$ cat src/rtl/eci_pkg.sv
`timescale 1ns / 1ps
`default_nettype none
// ----------------------------------------------------------------------------
// eci_pkg: shared types and constants
// field widths, register indexes, operation codes and sequencer states of the
// calibration interpolator
// ----------------------------------------------------------------------------
package eci_pkg;

  localparam int RAW_W      = 12;
  localparam int SPAN_W     = RAW_W + 1;
  localparam int ANGLE_W    = 17;
  localparam int EIU_W      = 7;
  localparam int SI_W       = 13;
  localparam int CFG_DATA_W = 13;
  localparam int CFG_IDX_W  = 1;
  localparam int ENTRY_W    = 6;

  localparam logic [ANGLE_W-1:0] ANGLE_MAX = {ANGLE_W{1'b1}};

  // register indexes
  localparam logic [CFG_IDX_W-1:0] CFG_ENTRIES_IN_USE  = 1'b0;
  localparam logic [CFG_IDX_W-1:0] CFG_SAMPLE_INTERVAL = 1'b1;

  localparam logic [EIU_W-1:0] EIU_RESET = 7'd40;
  localparam logic [SI_W-1:0]  SI_RESET  = 13'd144;

  // operation codes
  localparam logic OP_LOAD    = 1'b0;
  localparam logic OP_CONVERT = 1'b1;

  // plain conversion: counts * 360 / 4096
  localparam int DEG_PER_TURN = 360;
  localparam int RAW_SHIFT    = 12;
  localparam int FB_PROD_W    = 21;

  typedef enum logic [2:0] {
    ST_IDLE,
    ST_SCAN,
    ST_NUM,
    ST_PROD,
    ST_DIV_GO,
    ST_DIV_WAIT,
    ST_FALLBACK,
    ST_RESULT
  } eci_state_t;

  typedef struct packed {
    logic               done;
    logic               sat;
    logic [ANGLE_W-1:0] quo;
  } div_result_t;

endpackage
`default_nettype wire

$ cat src/rtl/encoder_calibration_interpolator.sv
`timescale 1ns / 1ps
`default_nettype none
// ----------------------------------------------------------------------------
// encoder_calibration_interpolator: calibration table linearizer
// maps a raw 12-bit magnet angle to degrees through a table of raw counts
// ----------------------------------------------------------------------------
// request channel (req_valid / req_stall): a load request writes raw_angle
//   into entry entry_index, no response; a convert request gives one response
//   (angle, interpolated, span_error) on rsp_valid / rsp_stall
// configuration (cfg_we / cfg_index / cfg_data) is to be written while idle;
//   the block itself does not enforce this
// sequence: a load writes the table and stays idle; a convert reads one table
//   entry per cycle behind the registered ram read, then forms its products
//   and runs the serial divider (skipped on zero span or clamp, cut short on
//   saturation); with no hit, or under two entries, the plain fallback is used
// reset: clears the sequencer and response register and restores 40 entries
//   and interval 144; the table is not cleared and must be loaded before use
// stalls: a stalled response holds; a finished convert waits in its result
//   state and no request is taken; one response may wait while the next
//   request is already being worked on
// ----------------------------------------------------------------------------
module encoder_calibration_interpolator #(
  parameter int MAX_ENTRIES   = 64,
  parameter int FRACTION_BITS = 8
) (
  input  wire logic                            clk,
  input  wire logic                            rst,
  // configuration
  input  wire logic                            cfg_we,
  input  wire logic [eci_pkg::CFG_IDX_W-1:0]   cfg_index,
  input  wire logic [eci_pkg::CFG_DATA_W-1:0]  cfg_data,
  // request channel
  input  wire logic                            req_valid,
  output logic                                 req_stall,
  input  wire logic                            operation,
  input  wire logic [eci_pkg::ENTRY_W-1:0]     entry_index,
  input  wire logic [eci_pkg::RAW_W-1:0]       raw_angle,
  // response channel
  output logic                                 rsp_valid,
  input  wire logic                            rsp_stall,
  output logic      [eci_pkg::ANGLE_W-1:0]     angle,
  output logic                                 interpolated,
  output logic                                 span_error
);

  localparam int IDX_W   = (MAX_ENTRIES > 1) ? $clog2(MAX_ENTRIES) : 1;
  localparam int NUM_W   = IDX_W + eci_pkg::SPAN_W;     // signed numerator
  localparam int MAG_W   = NUM_W - 1;                   // its magnitude
  localparam int PROD_W  = MAG_W + eci_pkg::SI_W;
  localparam int DVD_W   = PROD_W + FRACTION_BITS - 4;  // 1/16 degree folded in
  localparam int FB_W    = eci_pkg::FB_PROD_W + FRACTION_BITS;
  localparam int FBQ_W   = FB_W - eci_pkg::RAW_SHIFT;
  localparam int SW      = eci_pkg::SPAN_W;

  // configuration registers
  logic [eci_pkg::EIU_W-1:0] entries_in_use;
  logic [eci_pkg::SI_W-1:0]  sample_interval;

  // sequencer
  eci_pkg::eci_state_t state, state_next;

  // item registers
  logic [eci_pkg::RAW_W-1:0] raw;
  logic [IDX_W-1:0]          n_last;
  logic [IDX_W-1:0]          rd_ptr;
  logic [IDX_W-1:0]          data_idx;
  logic                      data_vld;
  logic [IDX_W-1:0]          k;
  logic [eci_pkg::RAW_W-1:0] lo;
  logic [eci_pkg::RAW_W-1:0] hi;
  logic signed [NUM_W-1:0]   num;
  logic signed [SW-1:0]      span;
  logic [DVD_W-1:0]          dividend;
  logic [eci_pkg::RAW_W-1:0] divisor;

  // result registers
  logic [eci_pkg::ANGLE_W-1:0] res_angle;
  logic                        res_interp;
  logic                        res_err;

  // table ram
  logic                      tbl_we;
  logic [IDX_W-1:0]          tbl_waddr;
  logic [eci_pkg::RAW_W-1:0] tbl_rdata;

  eci_pkg::div_result_t div_res;
  logic                 div_start;

  logic req_take;
  logic load_take;
  logic conv_take;
  logic few_entries;
  logic [IDX_W-1:0] n_last_next;
  logic hit;
  logic scan_end;
  logic rsp_load;
  logic rsp_take;

  // span and numerator
  logic signed [SW-1:0]    d1;
  logic signed [SW-1:0]    d2;
  logic signed [NUM_W-1:0] num_next;

  // sign handling and scaled product
  logic             zero_span;
  logic             num_neg;
  logic             clamp;
  logic [NUM_W-1:0] num_abs;
  logic [SW-1:0]    span_abs;
  logic [PROD_W-1:0] product;

  // plain conversion
  logic [FB_W-1:0]  fb_full;
  logic [FBQ_W-1:0] fb;
  logic             fb_sat;

  assign req_stall = (state != eci_pkg::ST_IDLE);
  assign req_take  = req_valid && !req_stall;
  assign load_take = req_take && (operation == eci_pkg::OP_LOAD);
  assign conv_take = req_take && (operation == eci_pkg::OP_CONVERT);

  // ------------------------------------------------------------------
  // configuration
  // ------------------------------------------------------------------
  always_ff @(posedge clk) begin
    if (rst) begin
      entries_in_use  <= eci_pkg::EIU_RESET;
      sample_interval <= eci_pkg::SI_RESET;
    end else if (cfg_we) begin
      case (cfg_index)
        eci_pkg::CFG_ENTRIES_IN_USE:  entries_in_use  <= cfg_data[eci_pkg::EIU_W-1:0];
        eci_pkg::CFG_SAMPLE_INTERVAL: sample_interval <= cfg_data[eci_pkg::SI_W-1:0];
        default: ;
      endcase
    end
  end

  // entries beyond the table act as a full table; fewer than two means no search
  assign few_entries = (entries_in_use < eci_pkg::EIU_W'(2));
  assign n_last_next = (32'(entries_in_use) > MAX_ENTRIES) ? IDX_W'(MAX_ENTRIES - 1)
                                                           : IDX_W'(entries_in_use - 1'b1);

  // ------------------------------------------------------------------
  // table, written by load requests, read once per cycle by the scan
  // ------------------------------------------------------------------
  assign tbl_we    = load_take && (32'(entry_index) < MAX_ENTRIES);
  assign tbl_waddr = IDX_W'(entry_index);

  eci_ram #(
    .WIDTH (eci_pkg::RAW_W),
    .DEPTH (MAX_ENTRIES)
  ) u_table (
    .clk   (clk),
    .we    (tbl_we),
    .waddr (tbl_waddr),
    .wdata (raw_angle),
    .raddr (rd_ptr),
    .rdata (tbl_rdata)
  );

  // first entry above the reading; entry zero only seeds the lower bound
  assign hit      = data_vld && (data_idx != '0) && (tbl_rdata > raw);
  assign scan_end = data_vld && (data_idx == n_last);

  // ------------------------------------------------------------------
  // arithmetic per stage
  // ------------------------------------------------------------------
  assign d1       = $signed({1'b0, raw}) - $signed({1'b0, lo});
  assign d2       = $signed({1'b0, hi}) - $signed({1'b0, lo});
  assign num_next = $signed(NUM_W'(k - 1'b1)) * NUM_W'(d2) + NUM_W'(d1);

  assign zero_span = (span == '0);
  assign num_neg   = num[NUM_W-1];
  assign clamp     = (num != '0) && (num_neg != span[SW-1]);
  assign num_abs   = num_neg ? NUM_W'(-num) : NUM_W'(num);
  assign span_abs  = span[SW-1] ? SW'(-span) : SW'(span);
  assign product   = PROD_W'(num_abs[MAG_W-1:0]) * PROD_W'(sample_interval);

  assign fb_full = (FB_W'(raw) * FB_W'(eci_pkg::DEG_PER_TURN)) << FRACTION_BITS;
  assign fb      = fb_full[FB_W-1:eci_pkg::RAW_SHIFT];
  assign fb_sat  = (32'(fb) > 32'(eci_pkg::ANGLE_MAX));

  assign div_start = (state == eci_pkg::ST_DIV_GO);

  eci_divider #(
    .DVD_W (DVD_W)
  ) u_divider (
    .clk      (clk),
    .rst      (rst),
    .start    (div_start),
    .dividend (dividend),
    .divisor  (divisor),
    .result   (div_res)
  );

  // ------------------------------------------------------------------
  // sequencer
  // ------------------------------------------------------------------
  always_ff @(posedge clk) begin
    if (rst) begin
      state <= eci_pkg::ST_IDLE;
    end else begin
      state <= state_next;
    end
  end

  always_comb begin
    state_next = state;
    rsp_load   = 1'b0;
    case (state)
      eci_pkg::ST_IDLE: begin
        if (conv_take) begin
          state_next = few_entries ? eci_pkg::ST_FALLBACK : eci_pkg::ST_SCAN;
        end
      end
      eci_pkg::ST_SCAN: begin
        if (hit) begin
          state_next = eci_pkg::ST_NUM;
        end else if (scan_end) begin
          state_next = eci_pkg::ST_FALLBACK;
        end
      end
      eci_pkg::ST_NUM:      state_next = eci_pkg::ST_PROD;
      eci_pkg::ST_PROD: begin
        state_next = (zero_span || clamp) ? eci_pkg::ST_RESULT : eci_pkg::ST_DIV_GO;
      end
      eci_pkg::ST_DIV_GO:   state_next = eci_pkg::ST_DIV_WAIT;
      eci_pkg::ST_DIV_WAIT: begin
        if (div_res.done) begin
          state_next = eci_pkg::ST_RESULT;
        end
      end
      eci_pkg::ST_FALLBACK: state_next = eci_pkg::ST_RESULT;
      eci_pkg::ST_RESULT: begin
        if (!rsp_valid || !rsp_stall) begin
          rsp_load   = 1'b1;
          state_next = eci_pkg::ST_IDLE;
        end
      end
      default: state_next = eci_pkg::ST_IDLE;
    endcase
  end

  // read pointer pipeline: data_idx names the entry now on tbl_rdata
  always_ff @(posedge clk) begin
    if (rst) begin
      data_vld <= 1'b0;
    end else begin
      data_vld <= (state == eci_pkg::ST_SCAN);
    end
  end

  always_ff @(posedge clk) begin
    data_idx <= rd_ptr;
    if (conv_take) begin
      raw    <= raw_angle;
      n_last <= n_last_next;
      rd_ptr <= '0;
    end
    if (state == eci_pkg::ST_SCAN) begin
      if (rd_ptr != n_last) begin
        rd_ptr <= rd_ptr + 1'b1;
      end
      if (hit) begin
        k  <= data_idx;
        hi <= tbl_rdata;
      end else if (data_vld) begin
        lo <= tbl_rdata;
      end
    end
    if (state == eci_pkg::ST_NUM) begin
      num  <= num_next;
      span <= d2;
    end
    if (state == eci_pkg::ST_PROD) begin
      dividend <= DVD_W'(product) << (FRACTION_BITS - 4);
      divisor  <= span_abs[eci_pkg::RAW_W-1:0];
      if (zero_span || clamp) begin
        res_angle  <= '0;
        res_interp <= 1'b1;
        res_err    <= 1'b1;
      end
    end
    if (state == eci_pkg::ST_DIV_WAIT && div_res.done) begin
      res_angle  <= div_res.sat ? eci_pkg::ANGLE_MAX : div_res.quo;
      res_interp <= 1'b1;
      res_err    <= div_res.sat;
    end
    if (state == eci_pkg::ST_FALLBACK) begin
      res_angle  <= fb_sat ? eci_pkg::ANGLE_MAX : eci_pkg::ANGLE_W'(fb);
      res_interp <= 1'b0;
      res_err    <= fb_sat;
    end
  end

  // ------------------------------------------------------------------
  // response register
  // ------------------------------------------------------------------
  assign rsp_take = rsp_valid && !rsp_stall;

  always_ff @(posedge clk) begin
    if (rst) begin
      rsp_valid <= 1'b0;
    end else if (rsp_load) begin
      rsp_valid <= 1'b1;
    end else if (rsp_take) begin
      rsp_valid <= 1'b0;
    end
  end

  always_ff @(posedge clk) begin
    if (rsp_load) begin
      angle        <= res_angle;
      interpolated <= res_interp;
      span_error   <= res_err;
    end
  end

`ifndef NO_ASSERTIONS
  a_load_stays_idle: assert property (@(posedge clk) disable iff (rst)
    load_take |=> state == eci_pkg::ST_IDLE)
    else $error("load request left the idle state");

  a_div_done_in_wait: assert property (@(posedge clk) disable iff (rst)
    div_res.done |-> state == eci_pkg::ST_DIV_WAIT)
    else $error("divider finished outside the wait state");

  a_rsp_from_result: assert property (@(posedge clk) disable iff (rst)
    $rose(rsp_valid) |-> $past(state) == eci_pkg::ST_RESULT)
    else $error("response raised without a finished convert");

  a_err_value: assert property (@(posedge clk) disable iff (rst)
    rsp_valid && span_error |-> angle == '0 || angle == eci_pkg::ANGLE_MAX)
    else $error("span error flagged with an ordinary angle");
`endif

endmodule
`default_nettype wire

$ cat src/rtl/eci_ram.sv
`timescale 1ns / 1ps
`default_nettype none
// ----------------------------------------------------------------------------
// eci_ram: generic single-write, single-read RAM
// one write port, one read port with registered read data
// ----------------------------------------------------------------------------
module eci_ram #(
  parameter int WIDTH = 12,
  parameter int DEPTH = 64
) (
  input  wire logic                     clk,
  input  wire logic                     we,
  input  wire logic [$clog2(DEPTH)-1:0] waddr,
  input  wire logic [WIDTH-1:0]         wdata,
  input  wire logic [$clog2(DEPTH)-1:0] raddr,
  output logic      [WIDTH-1:0]         rdata
);

  logic [WIDTH-1:0] mem [DEPTH];

  always_ff @(posedge clk) begin
    if (we) begin
      mem[waddr] <= wdata;
    end
    rdata <= mem[raddr];
  end

endmodule
`default_nettype wire

$ cat src/rtl/eci_divider.sv
`timescale 1ns / 1ps
`default_nettype none
// ----------------------------------------------------------------------------
// eci_divider: saturating restoring divider
// one quotient bit per cycle; saturation found up front by comparing the
// dividend's upper part against the divisor
// ----------------------------------------------------------------------------
module eci_divider #(
  parameter int DVD_W = 39
) (
  input  wire logic                         clk,
  input  wire logic                         rst,
  input  wire logic                         start,
  input  wire logic [DVD_W-1:0]             dividend,
  input  wire logic [eci_pkg::RAW_W-1:0]    divisor,
  output eci_pkg::div_result_t              result
);

  localparam int QW    = eci_pkg::ANGLE_W;
  localparam int HI_W  = DVD_W - QW;
  localparam int CMP_W = (HI_W > eci_pkg::RAW_W) ? HI_W : eci_pkg::RAW_W;
  localparam int CNT_W = $clog2(QW + 1);

  logic                      busy;
  logic                      done;
  logic                      sat;
  logic [CNT_W-1:0]          cnt;
  logic [eci_pkg::RAW_W-1:0] dsr;
  logic [eci_pkg::RAW_W-1:0] rem;
  logic [QW-1:0]             quo;

  logic [HI_W-1:0]           hi;
  logic                      hi_ge;
  logic [eci_pkg::RAW_W:0]   trial;
  logic                      trial_ge;
  logic [eci_pkg::RAW_W:0]   trial_sub;

  assign hi        = dividend[DVD_W-1:QW];
  assign hi_ge     = CMP_W'(hi) >= CMP_W'(divisor);
  assign trial     = {rem, quo[QW-1]};
  assign trial_ge  = trial >= {1'b0, dsr};
  assign trial_sub = trial - {1'b0, dsr};

  always_ff @(posedge clk) begin
    if (rst) begin
      busy <= 1'b0;
      done <= 1'b0;
      cnt  <= '0;
    end else begin
      done <= 1'b0;
      if (start) begin
        dsr <= divisor;
        sat <= hi_ge;
        if (hi_ge) begin
          done <= 1'b1;
        end else begin
          busy <= 1'b1;
          cnt  <= CNT_W'(QW);
          rem  <= eci_pkg::RAW_W'(hi);
          quo  <= dividend[QW-1:0];
        end
      end else if (busy) begin
        rem <= trial_ge ? trial_sub[eci_pkg::RAW_W-1:0] : trial[eci_pkg::RAW_W-1:0];
        quo <= {quo[QW-2:0], trial_ge};
        cnt <= cnt - CNT_W'(1);
        if (cnt == CNT_W'(1)) begin
          busy <= 1'b0;
          done <= 1'b1;
        end
      end
    end
  end

  assign result.done = done;
  assign result.sat  = sat;
  assign result.quo  = quo;

`ifndef NO_ASSERTIONS
  a_done_not_busy: assert property (@(posedge clk) disable iff (rst)
    done |-> !busy)
    else $error("divider reports done while still iterating");
`endif

endmodule
`default_nettype wire
$ cat config.mk
export PLATFORM = sky130hd
export DESIGN_NAME = encoder_calibration_interpolator
export DESIGN_NICKNAME = d
export VERILOG_FILES = /design/src/rtl/eci_pkg.sv /design/src/rtl/encoder_calibration_interpolator.sv /design/src/rtl/eci_ram.sv /design/src/rtl/eci_divider.sv
export SDC_FILE = /design/constraint.sdc
export NUM_CORES = 2
export LEC_CHECK = 0
export BUFFER_PORTS_ARGS = -buffer_cell sky130_fd_sc_hd__buf_2
export CORE_MARGIN = 2
export CORE_UTILIZATION = 55
export DETAILED_ROUTE_END_ITERATION = 6
export HOLD_SLACK_MARGIN = 0.02
export PLACE_DENSITY = 0.71
export SETUP_SLACK_MARGIN = 0.4
export SLEW_MARGIN = 30
export SYNTH_ARGS = -nofsm -noshare
export SYNTH_HDL_FRONTEND = slang
export SYNTH_HIERARCHICAL = 1
export SYNTH_SLANG_ARGS = --single-unit
$ cat constraint.sdc
create_clock -name clk -period 7.9 [get_ports clk]
set_input_delay 0.79 -clock clk [delete_from_list [all_inputs] [get_ports clk]]
set_output_delay 0.79 -clock clk [all_outputs]
set_load 0.1 [all_outputs]
==> metrics.md <==
| Metric | Value |
|---|---|
| Met2 Resource Use GR | 42.19% |
| Setup TNS | 0 ns |
| Root buf cell | clkbuf_16 |
| Max-Cap Viols | 0 |
| Post-synthesis adder-cell area fraction | 15.33% |
| Startpoint types | register |
| Grt met3 use | 3.567% |
| Peak supply drop | 0.3867 mV |
| Yosys reg bits | slightly above 1000 |
| Leakage | 21.85 nW |
| GR Layer Usage met1 | between 30 and 40% |
| Number of global-route vias before repair | 31621 |
| Post-DP HPWL | between 80000 and 90000 um |
| Vias per cell | 5.903 |
| 1st-pass router iterations | 7 |
| # clock sinks | around 1000 |
| Post-Layout Inst Area | 59230 um^2 |
| Area of the mapped netlist | 53810 um^2 |
| Simple-gate area share of the yosys netlist | 7.630% |
| Post-synth top flop | edfxtp_1 |
| WL per Instance | 23.13 um |
| Top-count cell post-synth | edfxtp_1 |
| Worst Setup SP | num[1] |
| Cell taking the most area after synthesis | edfxtp_1 |
| Crit end category | register |
| Via count of the routed design | 30841 |
| Die Span Y | between 300 and 400 um |
| Largest net degree at the start of global routing | roughly 120 |
| Status | complete, but fails checks |
| Hold_sp | cfg_data[7] |
| PD cells | 325.9 nW/um^2 |
| P&R area growth vs syn | 10.08% |
| Main combinational cell family by area after synthesis | adder cells |
| Synth unique cells | 86 |
| Slew Viols, Final | 0 |
| Worst skew pair latency | 0.69 ns |
| CTS H-tree depth | 3 |
| IO Count | 59 |
| Slew margin rel. | between 30% and 40% |
| Starting Density | 55.56% |
| XOR/XNOR share of the synthesized area | 2.051% |
| Data arrival, critical path | 7.60 ns |
| EDFF count, synth | 969 |
| Mux contribution to synthesized area | 8.946% |
| Final hold vios | 0 |
| Compound-Gate Fraction of Synth Area | 5.423% |
| Syn_area_per_cell | 14.38 um^2 |
| Min-delay worst type | primary input to register |
| Critical path type | register to register |
| CP required | 8.33 ns |
| Mapped Cells | about 3700 |
| GRT Util Overall | 24.78% |
| Placed cells | between 5000 and 6000 |
| Synth warn | 6 |
| Achievable Freq | 139.5 MHz |
| Final period utilization | between 90% and 100% |
| Initial antenna violation count | 5 |
| Longest Clk Path Bufs | 3 |
| RSZ-0062 raised after global routing | no |
| Dpl cell area | 55800 um^2 |
| Clock transition at path regs | 0.07 ns |
| Worst R2R Start | num[1] |
| Asr flop ratio synth | 0% |
| CTS tree | built |
| DRT iter0 DRCs | 2760 |
| Area contributors post-synth | edfxtp_1 (54%), fa_1 (10%), mux4_2 (8.0%) |
| Routed Antenna Nets | 0 |
| Residual DRC | 2 |
| First-pass GRT wire length | 186900 um |
| Die ar. | 100400 um^2 |
| Register area share after synthesis | 56.24% |
| Global route hottest layer | met2 |
| FP Rows | 114 |
| CTS buffer count | 102 |
| GPL Wtd Cong | roughly 0.91 |
| Core area | 96850 um^2 |
| Die X | 316.8 um |
| Tmin final | between 7 and 8 ns |
| Fin nets | approximately 4400 |
| GR Overflow Total | 0 |
| Share of layout cells above drive strength 1 | 14.75% |
| Routed Wire Length | 120900 um |
| Critical Path Fanout Max | 7 |
| Yosys top cell area share | 54.08% |
| Total of fill cells in the finished design | slightly above 7000 |
| Layout Skew | ~0.033 ns |
| # setup viols final | 0 |
| Failing checks | DRC |
| Post-synth top cells | edfxtp_1 (969), inv_1 (427), nand2_1 (288) |
| Non-filler instance count after layout | ~5200 |
| Least-Margin Pin Slew | 0.9246 ns |
| PortBufs | 58 |
## report_power, final
group	leakage, nW	internal, W	switching [W]
combinational	11.0	0.00338	0.00448
clock	1.60	0.00271	0.00205
sequential	9.23	0.00641	0.000280
## kinds of logic after synthesis
logic type,count (synthesis)
AOI/OAI and AO/OA,427
xor gates and xnor gates,126
adders and majority gates,492
buffers and inverters,572
DFF,1027
muxes,238
other,1
and+or+nand+nor,859
## sequential cells by signal (all words and copies together) (netlist names), 3 cells and up
signal	flops
u_divider/rem	12
u_divider/dsr	12
k	6
u_table/rdata	12
data_idx	6
u_divider/quo	17
dividend	31
state	3
n_last	6
u_table/mem	768
hi	12
u_divider/cnt	5
entries_in_use	7
divisor	12
res_angle	17
sample_interval	13
span	13
rd_ptr	6
raw	12
angle	17
num	19
lo	12
## layer usage
layer | part of all wire (%) | vias to the layer above | wire [um]
met2 | 50 | 1071 | 60820
met1 | 40 | 15770 | 48130
met3 | 6.1 | 240 | 7387
li1 | - | 13758 | -
met5 | 0.0058 | - | 7
met4 | 3.7 | 2 | 4511
## critical path, cell delays in order (launching register included)
cell	delay [ns]
edfxtp_1	0.36
inv_1	0.08
ha_1	0.21
nand3b_1	0.15
nand2b_1	0.27
nand2_1	0.10
xnor2_1	0.68
buf_4	0.29
nand2_1	0.09
fa_1	0.57
inv_1	0.05
fa_1	0.55
fa_1	0.43
fa_1	0.49
inv_1	0.05
fa_1	0.48
inv_1	0.04
ha_1	0.32
a211oi_1	0.31
o2bb2ai_1	0.15
a31oi_1	0.11
a221o_1	0.44
a41oi_2	0.29
nor3b_1	0.08
a311o_1	0.33
## final cells by class
class,instances,area (um^2),area share (%)
flip-flops and latches,1027,30270,51.11
multi-input cells,2146,21350,36.05
clock buffers,133,2721,4.595
inverters,428,1607,2.712
diodes,2,5.005,0.008450
clock inverters,56,585.6,0.9887
well taps,1276,1597,2.696
repair buffers,157,1089,1.838
## cells in the final DEF (no fill, tap or decap), drive strengths merged, types with 40 or more instances in the layout
master,synthesis,routed
nand2b,43,43
edfxtp,969,969
ha,213,213
xnor2,89,89
o21ai,68,68
a21oi,101,101
nand3,40,40
nor3,44,44
clkbuf,90,133
mux4,192,192
buf,54,157
inv,427,430
nor2,209,209
clkinv,1,42
dfxtp,58,58
and2,119,119
fa,279,279
nand2,288,288
## stage by stage
stage	worst slack, ns	hold slack [ns]	utilization [%]	power, W
after floorplan	1.285	0.4003	-	0.01252
after global placement	0.7180	0.4028	57.55	0.01457
after detailed placement	0.6095	0.4045	57.61	0.01465
after CTS	0.5940	0.2847	61.03	0.01945
after global routing	0.4021	0.3341	61.15	0.02050
final	0.7305	0.3259	61.15	0.01930
## path summary, 6_finish.rpt
check | end | slack [ns] | cells past startpoint
worst max-delay path | dividend[33] | 0.73 | 24
worst min-delay path | sample_interval[7] | 0.33 | 3
worst max register to register | dividend[33] | 0.73 | 24
worst min register to register | angle[1] | 0.42 | 0
## timing repair
| item | CTS | global route |
|---|---|---|
| hold buffers | 0 | 0 |
| setup endpoints to repair | 0 | 5 |
| buffers inserted | 0 | 6 |
| resized for setup | 0 | 10 |
Power figures use the tool's default switching activity.
